--- config.mk ---
export PLATFORM = sky130hd
export DESIGN_NAME = polygon_area_perimeter_unit
export DESIGN_NICKNAME = d
export VERILOG_FILES = /design/src/rtl/core/pap_pkg.sv /design/src/rtl/core/pap_isqrt.sv /design/src/rtl/core/polygon_area_perimeter_unit.sv
export VERILOG_INCLUDE_DIRS = /design/src /design/src/rtl/core
export SDC_FILE = /design/constraint.sdc
export NUM_CORES = 2
export LEC_CHECK = 0
export BUFFER_PORTS_ARGS = -buffer_cell sky130_fd_sc_hd__buf_2
export CORE_MARGIN = 3
export CORE_UTILIZATION = 35
export DETAILED_ROUTE_END_ITERATION = 7
export PLACE_DENSITY = 0.54
export REMOVE_ABC_BUFFERS = 1
export SLEW_MARGIN = 20
export SYNTH_ARGS = -nofsm -noshare
export SYNTH_HDL_FRONTEND = slang
export SYNTH_SLANG_ARGS = --single-unit
export TNS_END_PERCENT = 30
--- constraint.sdc ---
create_clock -name clk -period 11.2 [get_ports clk]
set_input_delay 1.12 -clock clk [delete_from_list [all_inputs] [get_ports clk]]
set_output_delay 1.12 -clock clk [all_outputs]
set_load 0.01 [all_outputs]
--- src/rtl/core/polygon_area_perimeter_unit_assert.svh ---
// Assertion macros for the polygon area and perimeter unit.
// Each macro takes a label, an antecedent and a consequent and assumes
// that clk and rst_n are visible where it is used.
`ifndef POLYGON_AREA_PERIMETER_UNIT_ASSERT_SVH
`define POLYGON_AREA_PERIMETER_UNIT_ASSERT_SVH

`ifndef SYNTHESIS
`define PAP_ASSERT_SAME(label, ante, cons) \
    label: assert property (@(posedge clk) disable iff (!rst_n) (ante) |-> (cons)) \
        else $error("polygon unit check failed in the same cycle");
`define PAP_ASSERT_NEXT(label, ante, cons) \
    label: assert property (@(posedge clk) disable iff (!rst_n) (ante) |=> (cons)) \
        else $error("polygon unit check failed in the next cycle");
`else
`define PAP_ASSERT_SAME(label, ante, cons)
`define PAP_ASSERT_NEXT(label, ante, cons)
`endif

`endif

--- src/rtl/core/pap_pkg.sv ---
package pap_pkg;

    localparam int MAX_VERTICES = 1024;

    localparam int COORD_W  = 16;
    localparam int OPND_W   = COORD_W + 1;
    localparam int PROD_W   = 2 * OPND_W;
    localparam int COUNT_W  = 11;
    localparam int CROSS_W  = 45;
    localparam int AREA_W   = 44;
    localparam int LEN_W    = 35;
    localparam int STATUS_W = 2;

    // Squared edge length and its Q8 root: the radicand is shifted by 16
    // so that the integer root carries eight fraction bits.
    localparam int RAD_W      = PROD_W;
    localparam int FRAC_SHIFT = 16;
    localparam int RADX_W     = RAD_W + FRAC_SHIFT;
    localparam int ROOT_W     = RADX_W / 2;
    localparam int REM_W      = ROOT_W + 3;
    localparam int ITER_W     = $clog2(ROOT_W);

    localparam logic [STATUS_W-1:0] STATUS_OK       = 2'd0;
    localparam logic [STATUS_W-1:0] STATUS_TOO_FEW  = 2'd1;
    localparam logic [STATUS_W-1:0] STATUS_TOO_MANY = 2'd2;

endpackage

--- src/rtl/core/pap_isqrt.sv ---
module pap_isqrt
(
    input  logic                        clk,
    input  logic                        rst_n,
    input  logic                        start,
    input  logic [pap_pkg::RAD_W-1:0]   radicand,
    output logic                        done,
    output logic [pap_pkg::ROOT_W-1:0]  root
);
    import pap_pkg::*;

    localparam logic [ITER_W-1:0] LAST_ITER = ITER_W'(ROOT_W - 1);

    logic [RADX_W-1:0] rad_reg, rad_next;
    logic [REM_W-1:0]  rem_reg, rem_next;
    logic [ROOT_W-1:0] root_reg, root_next;
    logic [ITER_W-1:0] iter_reg, iter_next;
    logic              busy_reg, busy_next;
    logic              done_reg, done_next;

    logic [REM_W-1:0]  rem_shift;
    logic [REM_W-1:0]  trial;

    // One result bit per cycle: bring down two radicand bits, try 4r+1.
    assign rem_shift = {rem_reg[REM_W-3:0], rad_reg[RADX_W-1 -: 2]};
    assign trial     = REM_W'({root_reg, 2'b01});

    always_comb
    begin
        rad_next  = rad_reg;
        rem_next  = rem_reg;
        root_next = root_reg;
        iter_next = iter_reg;
        busy_next = busy_reg;
        done_next = 1'b0;
        if (start)
        begin
            rad_next  = {radicand, {FRAC_SHIFT{1'b0}}};
            rem_next  = '0;
            root_next = '0;
            iter_next = '0;
            busy_next = 1'b1;
        end
        else if (busy_reg)
        begin
            rad_next = {rad_reg[RADX_W-3:0], 2'b00};
            if (rem_shift >= trial)
            begin
                rem_next  = rem_shift - trial;
                root_next = {root_reg[ROOT_W-2:0], 1'b1};
            end
            else
            begin
                rem_next  = rem_shift;
                root_next = {root_reg[ROOT_W-2:0], 1'b0};
            end
            iter_next = iter_reg + 1'b1;
            if (iter_reg == LAST_ITER)
            begin
                busy_next = 1'b0;
                done_next = 1'b1;
            end
        end
    end

    always_ff @(posedge clk or negedge rst_n)
    begin
        if (!rst_n)
        begin
            iter_reg <= '0;
            busy_reg <= 1'b0;
            done_reg <= 1'b0;
        end
        else
        begin
            iter_reg <= iter_next;
            busy_reg <= busy_next;
            done_reg <= done_next;
        end
    end

    always_ff @(posedge clk)
    begin
        rad_reg  <= rad_next;
        rem_reg  <= rem_next;
        root_reg <= root_next;
    end

    assign done = done_reg;
    assign root = root_reg;

endmodule

--- src/rtl/core/polygon_area_perimeter_unit.sv ---
// Polygon area and perimeter unit, one vertex per transfer.
// A vertex after the first passes through the multiply states MUL0..MUL4 on the shared
// 17x17 multiplier and then through the one-bit-per-cycle square root unit.
// A final vertex after the first also closes the polygon with an edge back to
// the first vertex before its result is registered. rst_n is asynchronous and
// active low; it clears the sequencer, the vertex count, both sums and out_valid.
`include "polygon_area_perimeter_unit_assert.svh"

module polygon_area_perimeter_unit
(
    input  logic                                  clk,
    input  logic                                  rst_n,
    input  logic                                  in_valid,
    output logic                                  in_ready,
    input  logic signed [pap_pkg::COORD_W-1:0]    x_coord,
    input  logic signed [pap_pkg::COORD_W-1:0]    y_coord,
    input  logic                                  last_vertex,
    output logic                                  out_valid,
    input  logic                                  out_ready,
    output logic [pap_pkg::AREA_W-1:0]            area_doubled,
    output logic [pap_pkg::LEN_W-1:0]             perimeter_q8,
    output logic [pap_pkg::STATUS_W-1:0]          status
);
    import pap_pkg::*;

    // Sequencer states. The edge from vertex A to vertex B is worked through
    // MUL0..MUL4 on the shared multiplier, then SQRT waits for the root.
    localparam logic [3:0] S_IDLE = 4'd0;
    localparam logic [3:0] S_MUL0 = 4'd1;
    localparam logic [3:0] S_MUL1 = 4'd2;
    localparam logic [3:0] S_MUL2 = 4'd3;
    localparam logic [3:0] S_MUL3 = 4'd4;
    localparam logic [3:0] S_MUL4 = 4'd5;
    localparam logic [3:0] S_SQRT = 4'd6;
    localparam logic [3:0] S_OUT  = 4'd7;

    localparam logic [COUNT_W-1:0] COUNT_SAT = COUNT_W'(MAX_VERTICES + 1);
    localparam logic [COUNT_W-1:0] COUNT_MAX = COUNT_W'(MAX_VERTICES);
    localparam logic [COUNT_W-1:0] COUNT_MIN = COUNT_W'(3);

    logic [3:0] state_reg, state_next;

    logic signed [COORD_W-1:0] first_x_reg, first_x_next;
    logic signed [COORD_W-1:0] first_y_reg, first_y_next;
    logic signed [COORD_W-1:0] prev_x_reg, prev_x_next;
    logic signed [COORD_W-1:0] prev_y_reg, prev_y_next;
    logic signed [COORD_W-1:0] ax_reg, ax_next;
    logic signed [COORD_W-1:0] ay_reg, ay_next;
    logic signed [COORD_W-1:0] bx_reg, bx_next;
    logic signed [COORD_W-1:0] by_reg, by_next;
    logic                      last_reg, last_next;
    logic                      closing_reg, closing_next;
    logic [COUNT_W-1:0]        count_reg, count_next;
    logic [CROSS_W-1:0]        cross_reg, cross_next;
    logic [LEN_W-1:0]          len_reg, len_next;
    logic signed [PROD_W-1:0]  mul_reg;
    logic [RAD_W-1:0]          rad_reg, rad_next;

    logic                      out_valid_reg, out_valid_next;
    logic [AREA_W-1:0]         area_reg, area_next;
    logic [LEN_W-1:0]          perim_reg, perim_next;
    logic [STATUS_W-1:0]       status_reg, status_next;

    logic signed [OPND_W-1:0]  dx;
    logic signed [OPND_W-1:0]  dy;
    logic signed [OPND_W-1:0]  mul_a;
    logic signed [OPND_W-1:0]  mul_b;
    logic signed [PROD_W-1:0]  mul_prod;
    logic [CROSS_W-1:0]        mul_ext;
    logic [CROSS_W-1:0]        cross_abs;

    logic                      in_xfer;
    logic                      out_free;
    logic                      sq_start;
    logic                      sq_done;
    logic [ROOT_W-1:0]         sq_root;

    assign in_xfer  = in_valid && in_ready;
    assign out_free = !out_valid_reg || out_ready;
    assign sq_start = (state_reg == S_MUL4);

    // Edge deltas, one bit wider than the coordinates so they never wrap.
    assign dx = OPND_W'(bx_reg) - OPND_W'(ax_reg);
    assign dy = OPND_W'(by_reg) - OPND_W'(ay_reg);

    // Shared multiplier: cross terms first, then the squared deltas.
    always_comb
    begin
        unique case (state_reg)
            S_MUL0:
            begin
                mul_a = OPND_W'(ax_reg);
                mul_b = OPND_W'(by_reg);
            end
            S_MUL1:
            begin
                mul_a = OPND_W'(bx_reg);
                mul_b = OPND_W'(ay_reg);
            end
            S_MUL2:
            begin
                mul_a = dx;
                mul_b = dx;
            end
            default:
            begin
                mul_a = dy;
                mul_b = dy;
            end
        endcase
    end

    assign mul_prod = PROD_W'(mul_a) * PROD_W'(mul_b);
    assign mul_ext  = CROSS_W'(mul_reg);

    // Twice the area is the magnitude of the two's complement shoelace sum.
    assign cross_abs = cross_reg[CROSS_W-1] ? (~cross_reg + 1'b1) : cross_reg;

    pap_isqrt u_isqrt
    (
        .clk      (clk),
        .rst_n    (rst_n),
        .start    (sq_start),
        .radicand (rad_reg + RAD_W'(mul_reg)),
        .done     (sq_done),
        .root     (sq_root)
    );

    always_comb
    begin
        state_next     = state_reg;
        first_x_next   = first_x_reg;
        first_y_next   = first_y_reg;
        prev_x_next    = prev_x_reg;
        prev_y_next    = prev_y_reg;
        ax_next        = ax_reg;
        ay_next        = ay_reg;
        bx_next        = bx_reg;
        by_next        = by_reg;
        last_next      = last_reg;
        closing_next   = closing_reg;
        count_next     = count_reg;
        cross_next     = cross_reg;
        len_next       = len_reg;
        rad_next       = rad_reg;
        out_valid_next = out_valid_reg && !out_ready;
        area_next      = area_reg;
        perim_next     = perim_reg;
        status_next    = status_reg;

        unique case (state_reg)
            S_IDLE:
            begin
                if (in_xfer)
                begin
                    last_next   = last_vertex;
                    prev_x_next = x_coord;
                    prev_y_next = y_coord;
                    if (count_reg != COUNT_SAT)
                    begin
                        count_next = count_reg + 1'b1;
                    end
                    if (count_reg == '0)
                    begin
                        // The first vertex opens no edge. A lone vertex that is
                        // also the last closes onto itself, adding nothing.
                        first_x_next = x_coord;
                        first_y_next = y_coord;
                        if (last_vertex)
                        begin
                            state_next = S_OUT;
                        end
                    end
                    else
                    begin
                        ax_next      = prev_x_reg;
                        ay_next      = prev_y_reg;
                        bx_next      = x_coord;
                        by_next      = y_coord;
                        closing_next = 1'b0;
                        state_next   = S_MUL0;
                    end
                end
            end
            S_MUL0:
            begin
                state_next = S_MUL1;
            end
            S_MUL1:
            begin
                cross_next = cross_reg + mul_ext;
                state_next = S_MUL2;
            end
            S_MUL2:
            begin
                cross_next = cross_reg - mul_ext;
                state_next = S_MUL3;
            end
            S_MUL3:
            begin
                rad_next   = RAD_W'(mul_reg);
                state_next = S_MUL4;
            end
            S_MUL4:
            begin
                state_next = S_SQRT;
            end
            S_SQRT:
            begin
                if (sq_done)
                begin
                    len_next = len_reg + LEN_W'(sq_root);
                    if (closing_reg)
                    begin
                        state_next = S_OUT;
                    end
                    else if (last_reg)
                    begin
                        // Close the polygon from this vertex back to the first.
                        ax_next      = bx_reg;
                        ay_next      = by_reg;
                        bx_next      = first_x_reg;
                        by_next      = first_y_reg;
                        closing_next = 1'b1;
                        state_next   = S_MUL0;
                    end
                    else
                    begin
                        state_next = S_IDLE;
                    end
                end
            end
            S_OUT:
            begin
                if (out_free)
                begin
                    out_valid_next = 1'b1;
                    if (count_reg < COUNT_MIN)
                    begin
                        status_next = STATUS_TOO_FEW;
                        area_next   = '0;
                        perim_next  = '0;
                    end
                    else if (count_reg > COUNT_MAX)
                    begin
                        status_next = STATUS_TOO_MANY;
                        area_next   = '0;
                        perim_next  = '0;
                    end
                    else
                    begin
                        status_next = STATUS_OK;
                        area_next   = cross_abs[AREA_W-1:0];
                        perim_next  = len_reg;
                    end
                    count_next = '0;
                    cross_next = '0;
                    len_next   = '0;
                    state_next = S_IDLE;
                end
            end
            default:
            begin
                state_next = S_IDLE;
            end
        endcase
    end

    always_ff @(posedge clk or negedge rst_n)
    begin
        if (!rst_n)
        begin
            state_reg     <= S_IDLE;
            count_reg     <= '0;
            cross_reg     <= '0;
            len_reg       <= '0;
            out_valid_reg <= 1'b0;
        end
        else
        begin
            state_reg     <= state_next;
            count_reg     <= count_next;
            cross_reg     <= cross_next;
            len_reg       <= len_next;
            out_valid_reg <= out_valid_next;
        end
    end

    always_ff @(posedge clk)
    begin
        first_x_reg <= first_x_next;
        first_y_reg <= first_y_next;
        prev_x_reg  <= prev_x_next;
        prev_y_reg  <= prev_y_next;
        ax_reg      <= ax_next;
        ay_reg      <= ay_next;
        bx_reg      <= bx_next;
        by_reg      <= by_next;
        last_reg    <= last_next;
        closing_reg <= closing_next;
        mul_reg     <= mul_prod;
        rad_reg     <= rad_next;
        area_reg    <= area_next;
        perim_reg   <= perim_next;
        status_reg  <= status_next;
    end

    // New vertices are taken only between edges; a waiting result holds the unit only in S_OUT.
    assign in_ready     = (state_reg == S_IDLE);
    assign out_valid    = out_valid_reg;
    assign area_doubled = area_reg;
    assign perimeter_q8 = perim_reg;
    assign status       = status_reg;

    // A first vertex that does not end the polygon needs no arithmetic.
    `PAP_ASSERT_NEXT(a_first_vertex_quick, in_xfer && count_reg == '0 && !last_vertex, in_ready)
    // The root unit only reports back while the sequencer waits for it.
    `PAP_ASSERT_SAME(a_sqrt_done_in_wait, sq_done, state_reg == S_SQRT)
    // A polygon is only closed after at least one vertex was counted.
    `PAP_ASSERT_SAME(a_out_has_vertices, state_reg == S_OUT, count_reg != '0)
    // Error results carry no area and no perimeter.
    `PAP_ASSERT_SAME(a_error_fields_zero, out_valid && status != STATUS_OK, area_doubled == '0 && perimeter_q8 == '0)

endmodule

==> impl_metrics.toml <==
[final_layout]
final_cell_mix = "469 x inv_1, 391 x nand2_1, 352 x nor2_1"
fin_nets = 4640
largest_register_ffs = 45
diodes = 0
final_common_cell = "inv_1"
finish.instance_area_um2 = 42200
drive_above_1_share = 0.0945
syn_to_final_growth_pct = 10.8

[grt]
grtUsageTotal = 0.176
grt_max_degree = 81
grt.overflow.total = 0
grt_pass1_vias = 28800
grt_pass1_wl_um = 158000
antenna_found_initial = 1

[setup_path]
reg2reg_to = "mul_reg[32]$_DFF_P_"
cp_slowest_cell = "nor2_1"
crit_path_end_kind = "register"
crit_path_max_fanout = 12
rr_worst_depth = 32
start_kind = "register"
worstPathArrival_ns = 10.00
crit_top_cell = "fa_1"
path_class = "reg2reg"
required_ns = 11.74
r2r_setup_slack_ns = 1.74
slowest_delay_ns = 0.68
r2r-start = "ax_reg[0]$_DFFE_PP_"

[synth]
synthesis.area_um2 = 38100
synth_ff_type = "edfxtp_1"
synth_edf_count = 279
ys.warnings.count = 0
async_flop_share = 0.219
yosysUniqueCellTypes = 89
syn_avg_cell_area_um2 = 9.61
seq_area_frac_synth = 0.332
syn_inst = 3963
ys_ff_latch = 466

[cts]
clk_latency_ns = 0.66
cts_buffer_depth = 3
clock-sinks = 466
numCtsBuffers = 54
cts_tree = "built"
clk_pin_slew_ns = 0.07
h-tree-depth = 2
cts_root_buf = "clkbuf_16"
cts_hold_buf = 0
post_cts_buffers = 0
cts_resized = 0

[route]
wl_met1_um = 43700
route.met2.wl_um = 48400
viasPerCell = 5.09
firstDrtPassIters = 8
wl_um = 98700
dr_wl_met3_um = 3680
routedWlPerCell_um = 17.9
detail-route-antenna-nets = 0
top_layer = "met4"
drc = 0
drt_iter0_drc = 1524
via_count = 28000

[sta]
slew_headroom = 0.323
fin_skew_ns = 0.0550
hold_violations = 0
setup_slack_ns = 1.74
fin_tns_setup_ns = 0
tightest_slew_ns = 1.01
finalCritPeriodShare = 0.845
rsz0062_at_grt = "no"
post-route-min-period_ns = 9.46
fmax_ghz = 0.106
slew_violations = 0
final-setup-viol-count = 0

[floorplanning]
core_um2 = 108000
num_rows = 120
fp.dieArea_um2 = 113000
die_w_um = 336
start_util = 0.354
die_height_um = 336
ios = 120

[placed_design]
globalplace.congestion = 0.883
portBuffers = 119
dp_slack_ns = 1.82
place_hpwl_um = 77200
dpl_cell_area_um2 = 40300

[run]
maxCapViolCount = 0

[worst_hold_path]
hp-class = "in2async"

[run_status]
status = "finished clean"
## cell usage after synthesis, types with 28 or more instances
| library cell | number | area share |
|---|---|---|
| o21ai_1 | 29 | 0.0038 |
| ha_1 | 252 | 0.083 |
| inv_1 | 469 | 0.046 |
| a21oi_1 | 198 | 0.026 |
| o31ai_1 | 37 | 0.0073 |
| mux2i_1 | 54 | 0.014 |
| dfrtp_1 | 102 | 0.067 |
| or3_1 | 28 | 0.0046 |
| nor3_1 | 53 | 0.0070 |
| fa_1 | 302 | 0.16 |
| and2_1 | 60 | 0.0099 |
| nand3_1 | 43 | 0.0057 |
| o21a_1 | 35 | 0.0069 |
| mux2_2 | 60 | 0.018 |
| nand2_1 | 391 | 0.039 |
| nor2b_1 | 39 | 0.0064 |
| xnor2_1 | 116 | 0.027 |
| dfxtp_1 | 85 | 0.045 |
| nor2_1 | 358 | 0.035 |
| o21ai_0 | 238 | 0.031 |
| nand2b_1 | 52 | 0.0085 |
| a21o_1 | 78 | 0.015 |
| edfxtp_1 | 279 | 0.22 |
| xor2_1 | 118 | 0.027 |
| clkbuf_1 | 110 | 0.011 |
## layer usage
metal,GRT usage,vias to the layer above
li1,-,13700
met1,0.222,13700
met2,0.313,486
met3,0.0220,148
met4,0.0531,0
met5,0,-
## critical path, delay by kind of cell (launching register included)
kind | cells | cell delay (ns)
buffers and inverters | 3 | 0.14
AND/OR/NAND/NOR | 6 | 1.61
XOR/XNOR | 1 | 0.13
AO/OA/AOI/OAI | 13 | 2.93
adder cells (fa/ha/maj) | 9 | 4.14
flip-flops | 1 | 0.40
## worst max path at each step
stage | from | endpoint | cells after the start
floorplan | state_reg[1]$_DFFE_PN0P_ | mul_reg[33]$_DFF_P_ | 27
global placement | ax_reg[0]$_DFFE_PP_ | mul_reg[32]$_DFF_P_ | 32
detailed placement | ax_reg[0]$_DFFE_PP_ | mul_reg[32]$_DFF_P_ | 32
CTS | ax_reg[0]$_DFFE_PP_ | mul_reg[32]$_DFF_P_ | 32
global route | ax_reg[0]$_DFFE_PP_ | mul_reg[33]$_DFF_P_ | 35
finish | ax_reg[0]$_DFFE_PP_ | mul_reg[32]$_DFF_P_ | 32
## final cells by class
cell class / count / area [um^2]
clock buffer: 68 / 1480
clock inverter: 34 / 418
fill: 10800 / 65300
inverter: 472 / 1770
multi-input combinational: 2891 / 23200
sequential: 466 / 12600
tap: 1403 / 1760
timing repair buffer: 164 / 940
## cell families (layout without fill, tap and decap cells)
kind of cell	after synthesis	after routing	synth area share
simple gates	1161	1161	0.142
compound gates	828	828	0.139
buf+inv	606	738	0.0602
fa+ha+maj	554	554	0.242
flops	466	466	0.332
xor+xnor	234	234	0.0538
mux	114	114	0.0319
## metrics by stage
step / utilization / hold slack (ns) / cells
after floorplan: - / 0.454 / 3829
after global placement: 0.375 / 0.487 / 5396
after detailed placement: 0.375 / 0.501 / 5396
after CTS: 0.392 / 0.384 / 5498
after global routing: 0.392 / 0.406 / 5498
final: 0.392 / 0.416 / 5498
Power is not shown: default switching activity piles up to over one toggle a cycle in this logic, so the estimate is an artifact.
